`src/rtl/histeq_pkg.sv`:
```
// Package for the histogram equalisation block: widths, constants and the
// sequencer state type. It has no dependencies.
package histeq_pkg;

    // Width of the pixel total before it saturates.
    localparam int TOTAL_BITS = 20;
    // Width of a bin count and of the pixel total.
    localparam int CNT_W      = TOTAL_BITS + 1;
    // Width of a gray value and of a table index.
    localparam int PIX_W      = 8;
    localparam int BINS       = 256;
    // Quotient bits of one table entry.
    localparam int QUOT_W     = 8;
    // Width of 255 times a cumulative count.
    localparam int NUM_W      = CNT_W + QUOT_W;
    localparam int STEP_W     = $clog2(QUOT_W);

    localparam logic [PIX_W-1:0] MAX_GRAY = PIX_W'(255);

    // Input item actions.
    localparam logic ACT_COUNT = 1'b0;
    localparam logic ACT_MAP   = 1'b1;

    typedef enum logic [2:0] {
        S_IDLE,
        S_CNT_WR,
        S_MAP_OUT,
        S_B_RD,
        S_B_ACC,
        S_B_DIV,
        S_B_WR
    } t_state;

endpackage

```
`src/rtl/histeq_div.sv`:
```
// Iterative restoring divider giving one quotient bit per cycle.
// Depends on histeq_pkg for its widths.
module histeq_div (
    input  logic                           i_clk,
    input  logic                           i_rst_n,
    input  logic                           i_start,
    input  logic [histeq_pkg::NUM_W-1:0]   i_num,
    input  logic [histeq_pkg::CNT_W-1:0]   i_den,
    output logic                           o_done,
    output logic [histeq_pkg::QUOT_W-1:0]  o_quot
);

    logic                             r_busy;
    logic                             r_done;
    logic [histeq_pkg::STEP_W-1:0]    r_step;
    logic [histeq_pkg::NUM_W-1:0]     r_rem;
    logic [histeq_pkg::NUM_W-1:0]     r_dsh;
    logic [histeq_pkg::QUOT_W-1:0]    r_quot;
    logic                             fits;
    logic                             last_step;

    // The divisor is aligned to the top quotient bit and walks down a bit a cycle.
    assign fits      = (r_rem >= r_dsh);
    assign last_step = (r_step == histeq_pkg::STEP_W'(histeq_pkg::QUOT_W - 1));

    // Control: busy while the quotient bits are formed, then a one-cycle done pulse.
    always_ff @(posedge i_clk) begin
        if (!i_rst_n) begin
            r_busy <= 1'b0;
            r_done <= 1'b0;
            r_step <= '0;
        end else begin
            r_done <= r_busy && last_step;
            if (i_start) begin
                r_busy <= 1'b1;
                r_step <= '0;
            end else if (r_busy) begin
                r_step <= r_step + histeq_pkg::STEP_W'(1);
                if (last_step) begin
                    r_busy <= 1'b0;
                end
            end
        end
    end

    // Datapath: one compare and subtract per cycle.
    always_ff @(posedge i_clk) begin
        if (i_start) begin
            r_rem  <= i_num;
            r_dsh  <= {1'b0, i_den, {(histeq_pkg::QUOT_W - 1){1'b0}}};
            r_quot <= '0;
        end else if (r_busy) begin
            if (fits) begin
                r_rem <= r_rem - r_dsh;
            end
            r_quot <= {r_quot[histeq_pkg::QUOT_W-2:0], fits};
            r_dsh  <= {1'b0, r_dsh[histeq_pkg::NUM_W-1:1]};
        end
    end

    assign o_done = r_done;
    assign o_quot = r_quot;

endmodule

```
`config.mk`:
```
export PLATFORM = sky130hd
export DESIGN_NAME = histeq_div
export DESIGN_NICKNAME = d
export VERILOG_FILES = /design/src/rtl/histeq_pkg.sv /design/src/rtl/histeq_div.sv
export SDC_FILE = /design/constraint.sdc
export NUM_CORES = 1
export LEC_CHECK = 0
export BUFFER_PORTS_ARGS = -buffer_cell sky130_fd_sc_hd__buf_2
export CAP_MARGIN = 15
export CORE_ASPECT_RATIO = 0.5
export CORE_MARGIN = 2
export CORE_UTILIZATION = 59
export DETAILED_ROUTE_END_ITERATION = 6
export PLACE_DENSITY = 0.81
export SLEW_MARGIN = 20
export SYNTH_ARGS = -nofsm -noshare
export SYNTH_HDL_FRONTEND = slang
export SYNTH_SLANG_ARGS = --single-unit
```
`constraint.sdc`:
```
create_clock -name i_clk -period 4.85 [get_ports i_clk]
set_input_delay 0.7275 -clock i_clk [delete_from_list [all_inputs] [get_ports i_clk]]
set_output_delay 0.7275 -clock i_clk [all_outputs]
set_load 0.03 [all_outputs]
```
# Word level (Yosys, flattened, before mapping)
# Index checks and enable logic that the tools add are counted.
# W data, S select, Z words.
# totals
reg_bits,70
elab_cells,25
rom_bits,0
ramBits,0
mem_count,0
latch_bits,0
# classes
order_cmp,1
bitwise_logic,1
n_mux,8
n_reduce_logical,5
shifts,0
n_addsub,2
div,0
n_eq_ne,1
multipliers,0
# op_table
op,count
$mux W29,3
$mux W28,2
$ge A29 B28 Y1,1
$sub A29 B28 Y29,1
$reduce_bool A2 Y1,2
$add A3 B1 Y3 const B,1
$eq A3 B3 Y1 const B,1
$mux W1,3
$reduce_and A2 Y1,1
$reduce_or A2 Y1,1
$logic_and A1 B1 Y1,1
$not A1 Y1,1

# Longest topological paths before layout
# Gate-level depths: netlist of run 1.
# logic_depth
ltp_word,4
depth_mapped,10
mapped_depth_nobuf,10

# Least setup slack after synthesis of run 1
# No wires, ideal clock.
# synth_timing
path_type,register to register
start,reg r_rem[16] (netlist name)
end,"reg r_rem[0] (netlist name), enable pin"
arrival_ns,3.404
t_required_ns,4.417
path_slack_ns,1.013
path_buffers,0
synth_period_minus_slack_ns,3.837
setup_ns,0.433
path_stages_with_launch,7
cell_sequence,edfxtp_1 -> ha_1 -> nand2_1 -> or4_4 -> a311oi_4 -> o211ai_2 -> a31oi_1
# synth_via
elab_chain_len,3
# synth_lines
element,line,rtl
start: declaration,histeq_div.sv:16,logic [histeq_pkg::NUM_W-1:0] r_rem;
start signal: assignment,histeq_div.sv:49,r_rem <= i_num;
start signal: assignment,histeq_div.sv:54,r_rem <= r_rem - r_dsh;
$ge A29 B28 Y1,histeq_div.sv:23,assign fits = (r_rem >= r_dsh);
$reduce_bool A2 Y1 (no line),n/a,
$reduce_and A2 Y1 (no line),n/a,
# No other way between the ends.
# A chain may end at the register's enable or synchronous reset.

# Worst setup path in the final report of run 1
# layout_timing
start,reg r_dsh[4] (netlist name)
end,"reg r_rem[6] (netlist name), enable pin"
# layout_via
elab_chain_len,3
# layout_lines
element,line,rtl
start: declaration,histeq_div.sv:17,logic [histeq_pkg::NUM_W-1:0] r_dsh;
start signal: assignment,histeq_div.sv:50,"r_dsh <= {1'b0, i_den, {(histeq_pkg::QUOT_W - 1){1'b0}}};"
start signal: assignment,histeq_div.sv:57,"r_dsh <= {1'b0, r_dsh[histeq_pkg::NUM_W-1:1]};"
$ge A29 B28 Y1,histeq_div.sv:23,
$reduce_bool A2 Y1 (no line),n/a,
$reduce_and A2 Y1 (no line),n/a,
# No other way between the ends.

==> flow_metrics.py, run 1 <==
metrics = {
    "place": {
        "pre_cts_ws_ps": 1550,
        "port_buffers": 61,
        "gp_congestion": 0.918,
        "dpl.hpwl_mm": 7.49,
    },
    "synth": {
        "ys_warn_count": 0,
        "synth_flop_cell": "edfxtp_1",
        "synth.largest_area_cell": "edfxtp_1",
        "synth-async-reset-ratio_pct": 0,
        "ys_types": 59,
        "synth_nets": 608,
        "synth.most_common_cell": "nand2_1",
        "ys_seq_area_share_pct": 40.8,
        "syn_inst": 524,
        "synthTopCellsByArea": "edfxtp_1 32%, dfxtp_1 8.6%, ha_1 8.1%, nand2_1 6.8%, o21ai_0 5.1%",
        "synth_top_area_share_pct": 32.2,
        "synth_edf_count": 50,
        "synth_commonest_cells": "84 x nand2_1, 50 x edfxtp_1, 47 x o21ai_0, 44 x nor2_1, 40 x inv_1",
        "synth_area_um2": 4660,
        "yosys_register_bits": 70,
        "avgSynthCellArea_um2": 8.88,
    },
    "setup_path": {
        "crit_type": "flip-flop to flip-flop",
        "timing.rr.end": "r_rem[6]$_DFFE_PP_",
        "reg2regPathDepth": 9,
        "end_kind": "flip-flop",
        "start_kind": "flip-flop",
        "crit_arrival_ps": 3380,
        "reg2reg_slack_ps": 1490,
        "cp.required_ps": 4870,
        "reg2reg_from": "r_dsh[4]$_SDFFE_PP0P_",
        "critPathMaxFanout": 18,
    },
    "sta": {
        "hold_viol": 0,
        "max_slew_margin_pct": 29.2,
        "min_period_ps": 3360,
        "max_freq_ghz": 0.297,
        "fin_ws_ps": 1490,
        "tns_ps": 0,
        "finalSetupViolations": 0,
        "tightest_slew_ps": 1060,
        "post-route-period-util_pct": 69.4,
        "skew_ps": 4.71,
        "rsz0062_at_grt": "false",
        "maxSlewViolCount": 0,
    },
    "die": {
        "die_x_um": 130,
        "ioPinCount": 62,
        "fp.dieH_um": 66.8,
        "core_area_um2": 7490,
        "row_count": 22,
        "initial_core_util_pct": 62.2,
        "die_area_um2": 8660,
    },
    "clocking": {
        "cts_resized": 0,
        "clock_latency_ps": 340,
        "clockBufferDepth": 2,
        "cts-root-buf": "clkbuf_16",
        "cts.hold.buffers_added": 0,
        "htreeDepth": 3,
        "path_clk_slew_ps": 50,
        "cts_tree": "built",
        "cts.sinks": 70,
        "numCtsBuffers": 9,
        "cts_setup_buffers": 0,
    },
    "global_routing": {
        "grt_pass1_wl_mm": 17.6,
        "grt_pass1_vias": 3732,
        "grt_max_degree": 106,
        "grt_util_all_layers_pct": 26.7,
        "antenna_found_initial": 0,
        "overflow": 0,
    },
    "routing": {
        "drcViolationCount": 0,
        "wl_mm": 10.8,
        "drtPass1Iterations": 7,
        "drt-initial-drc-count": 321,
        "vias": 4018,
        "antenna_left": 0,
        "wl_per_cell_um": 15.7,
        "vias_per_cell": 5.84,
    },
    "min_path": {
        "min_path_type": "flip-flop to flip-flop",
        "hold_depth": 2,
        "hp-start": "o_quot[7]$_SDFFE_PP0P_",
        "min_to": "o_quot[7]$_SDFFE_PP0P_",
    },
    "power": {
        "max-vdd-ir-drop_mv": 0.244,
        "powerDensity_nw_per_um2": 503,
        "leakage_nw": 2.27,
    },
    "finish": {
        "diodes": 0,
        "layout-drive-gt1-share_pct": 18.3,
        "area_delta_synth_final_pct": 15.0,
        "fin_nets": 659,
        "nFillCells": 591,
    },
    "run_status": {
        "status": "finished clean",
    },
    "run": {
        "cap_viol_max_count": 0,
    },
}
## how the worst max path moves through the flow
stage / end / slack, ps / depth (start not counted) / start
6_report: r_rem[6]$_DFFE_PP_ / 1490 / 9 / r_dsh[4]$_SDFFE_PP0P_
4_1_cts: r_rem[6]$_DFFE_PP_ / 1460 / 9 / r_dsh[4]$_SDFFE_PP0P_
2_1_floorplan: r_rem[0]$_DFFE_PP_ / 1010 / 6 / r_rem[16]$_DFFE_PP_
3_5_place_dp: r_rem[0]$_DFFE_PP_ / 1550 / 8 / r_rem[22]$_DFFE_PP_
5_1_grt: r_rem[9]$_DFFE_PP_ / 1240 / 8 / r_rem[22]$_DFFE_PP_
3_3_place_gp: r_rem[6]$_DFFE_PP_ / 1600 / 8 / r_dsh[15]$_DFFE_PP_
## worst max-delay path: stages (launching register included)
cell and delay, ps:
dfxtp_1 340, inv_1 50, ha_1 390, nand2_1 130
a211oi_2 320, o21ai_2 210, a311oi_4 350, o211ai_2 140
a31oi_2 690, buf_4 410
## kinds of logic (layout without fill, tap and decap cells)
family / count (synthesis) / in the layout / share of synthesized area (%)
fa+ha+maj: 31 / 31 / 8.49
mux: 19 / 19 / 4.17
simple gates: 176 / 176 / 16.9
buf+inv: 63 / 119 / 5.16
xor+xnor: 15 / 15 / 2.82
compound gates: 150 / 150 / 21.7
flops: 70 / 70 / 40.8
## layout make-up
cell class | count | area (um^2) | share of cell area, %
Inverter | 40 | 150 | 2.81
Timing Repair Buffer | 63 | 323 | 6.03
Tap cell | 108 | 135 | 2.52
Clock inverter | 3 | 17.5 | 0.327
Clock buffer | 13 | 304 | 5.68
Sequential cell | 70 | 1900 | 35.6
Multi-Input combinational cell | 391 | 2520 | 47.1
## where the power goes
group | switching (W) | internal [W] | leakage (nW)
Clock | 0.000246 | 0.000439 | 0.162
Sequential | 0.0000529 | 0.000793 | 0.673
Combinational | 0.000704 | 0.000459 | 1.43
Total | 0.00100 | 0.00169 | 2.27
## cells in the final DEF, fill, tap and decap left out, drive strengths merged, types with 7 or more instances in the layout
master,count
nor2,44
o31ai,7
xnor2,10
ha,30
nand2,86
a311oi,8
buf,63
nand4,9
a21oi,33
edfxtp,50
o21ai,49
dfxtp,20
a21o,14
inv,42
clkbuf,13
mux2i,16
nor3,9
## per-layer routing
layer / part of all wire [%] / global-route usage [%]
met1: 48 / 37.0
met2: 44 / 41.1
met5: 0 / 0
met3: 7.4 / 6.83
met4: 0.86 / 8.47
## flip-flops by register name, summed over array words and instances (netlist names)
signal / flops
o_quot: 8
r_dsh: 28
r_step: 3
r_rem: 29
r_busy: 1
o_done: 1
## through the flow
step                std cells  cell area (um^2)  util [%]  total power [W]  hold WS (ps)
finish                    688              5350      71.5          0.00269           490
global route              688              5350      71.5          0.00286           516
CTS                       688              5350      71.5          0.00268           495
detailed placement        672              5030      67.2          0.00198           480
global placement          672              5030      67.2          0.00195           476
floorplan                 524              4660         -          0.00173           465
(Power assumes the default switching activity.)
==> inputs of run 2 (changes only) <==
==> constraint.sdc (replaced) <==
create_clock -name i_clk -period 3.1 [get_ports i_clk]
set_input_delay 0.465 -clock i_clk [delete_from_list [all_inputs] [get_ports i_clk]]
set_output_delay 0.465 -clock i_clk [all_outputs]
set_load 0.03 [all_outputs]
==> run 2 against run 1 <==
  * Die area unchanged
  * Sequential share of layout area shrank 0.37 points
  * Core utilization increased by 0.75 points
  * Clock power is 56% higher
==> flow_metrics.py, run 2 (synthesis results as in run 1) <==
metrics = {
    "clocking": {
        "numCtsBuffers": 9,
        "cts_setup_buffers": 0,
        "clock_latency_ps": 340,
        "clockBufferDepth": 2,
        "cts_tree": "built",
        "cts.hold.buffers_added": 0,
        "htreeDepth": 3,
        "path_clk_slew_ps": 60,
        "cts.sinks": 70,
        "cts-root-buf": "clkbuf_16",
        "cts_resized": 0,
    },
    "global_routing": {
        "antenna_found_initial": 0,
        "grt_util_all_layers_pct": 26.9,
        "grt_pass1_wl_mm": 17.7,
        "overflow": 0,
        "grt_pass1_vias": 3741,
        "grt_max_degree": 77,
    },
    "routing": {
        "vias": 4093,
        "drcViolationCount": 0,
        "drt-initial-drc-count": 397,
        "wl_per_cell_um": 16.1,
        "antenna_left": 0,
        "vias_per_cell": 5.90,
        "drtPass1Iterations": 5,
        "wl_mm": 11.2,
    },
    "die": {
        "die_area_um2": 8660,
        "die_x_um": 130,
        "ioPinCount": 62,
        "row_count": 22,
        "fp.dieH_um": 66.8,
        "core_area_um2": 7490,
        "initial_core_util_pct": 62.2,
    },
    "setup_path": {
        "crit_arrival_ps": 2930,
        "cp.required_ps": 3240,
        "critPathSlowestCell": "fa_1",
        "crit_top_cell": "inv_1",
        "start_kind": "flip-flop",
        "crit_buf_inv": 2,
        "crit_type": "flip-flop to flip-flop",
        "path_cells": "inv_1 > ha_1 > inv_1 > fa_1 > a21o_1 > a311oi_2 > nor3_1 > o21ai_0 > a21oi_1 > a311oi_1",
        "critical_path.max_stage_delay_ps": 400,
        "end_kind": "flip-flop",
        "critPathMaxFanout": 5,
        "crit_family": "compound AO/OA/AOI/OAI gates",
    },
    "place": {
        "pre_cts_ws_ps": 408,
        "gp_congestion": 0.944,
        "place_area_um2": 5100,
        "port_buffers": 61,
        "dpl.hpwl_mm": 7.87,
    },
    "sta": {
        "post-route-period-util_pct": 89.8,
        "maxSlewViolCount": 0,
        "max_slew_margin_pct": 47.4,
        "finalSetupViolations": 0,
        "min_period_ps": 2780,
        "max_freq_ghz": 0.359,
        "skew_ps": 5.88,
        "hold_viol": 0,
        "tns_ps": 0,
        "fin_ws_ps": 316,
        "tightest_slew_ps": 788,
        "rsz0062_at_grt": "false",
    },
    "power": {
        "p_seq_share_pct": 30.8,
        "net-switching-power_w": 0.00163,
        "leakage_nw": 2.29,
        "power.share.clock_pct": 25.0,
        "switching_share_pct": 38.2,
        "p_int_w": 0.00264,
        "power_frac_comb_pct": 44.3,
        "powerDensity_nw_per_um2": 789,
        "max-vdd-ir-drop_mv": 0.358,
    },
    "finish": {
        "fin_nets": 665,
        "fin_area_um2": 5410,
        "mostFrequentLayoutCells": "84 x nand2_1, 60 x buf_2, 50 x edfxtp_1",
        "diodes": 0,
        "largest_register_ffs": 29,
        "top_register": "r_rem",
        "area_delta_synth_final_pct": 16.2,
        "layout-drive-gt1-share_pct": 19.1,
        "layout_commonest_cell": "nand2_1",
    },
    "run_status": {
        "status": "finished clean",
    },
    "run": {
        "cap_viol_max_count": 0,
    },
    "min_path": {
        "min_path_type": "input port to flip-flop",
    },
}
run 2: cell types whose count changed in the layout (fill, tap and decap cells not counted), sizes merged:
cell,change
buf,+6
clkbuf,-1
inv,+1
run 2: power by group through the flow:
stage | clock network, W | registers (W) | logic [W]
2_1_floorplan | 0 | 0.00131 | 0.00140
4_1_cts | 0.00107 | 0.00131 | 0.00185
3_3_place_gp | 0 | 0.00132 | 0.00179
5_1_grt | 0.00111 | 0.00133 | 0.00207
6_report | 0.00107 | 0.00131 | 0.00189
3_5_place_dp | 0 | 0.00133 | 0.00183
run 2: through the flow:
step                      hold WS (ps)  total power (W)  util, %  std cells
after global routing               402          0.00451     72.2        694
after global placement             476          0.00311     68.1        678
final                              390          0.00427     72.2        694
after floorplan                    465          0.00271        -        524
after detailed placement           492          0.00316     68.1        678
after CTS                          387          0.00424     72.2        694
run 2: final timing paths:
| kind | startpoint | endpoint | slack (ps) | depth (start not counted) |
|---|---|---|---|---|
| worst max-delay path | r_rem[0]$_DFFE_PP_ | r_rem[16]$_DFFE_PP_ | 320 | 10 |
| worst min register to register | r_step[2]$_SDFFE_PP0P_ | r_step[2]$_SDFFE_PP0P_ | 500 | 2 |
| worst max register to register | r_rem[0]$_DFFE_PP_ | r_rem[16]$_DFFE_PP_ | 320 | 10 |
| worst min-delay path | i_rst_n | r_busy$_SDFF_PN0_ | 390 | 2 |
run 2: final cells by class:
type | instances | area, um^2
Multi-Input combinational cell | 391 | 2530
Clock buffer | 12 | 279
Timing Repair Buffer | 69 | 380
Inverter | 40 | 150
Tap cell | 108 | 135
Sequential cell | 70 | 1900
Fill cell | 626 | 2080
Clock inverter | 4 | 32.5
run 2: per-layer routing:
layer / track usage, % / vias up / share of wire [%]
met5: 0 / - / 0
met4: 9.27 / 0 / 1.9
li1: - / 2013 / -
met2: 40.8 / 165 / 44
met1: 37.5 / 1891 / 47
met3: 7.15 / 24 / 7.9
run 2: worst reg2reg max path: stages (launching register included):
cell	delay, ps
edfxtp_1	370
inv_1	70
ha_1	160
inv_1	50
fa_1	400
a21o_1	210
a311oi_2	380
nor3_1	180
o21ai_0	340
a21oi_1	110
a311oi_1	310
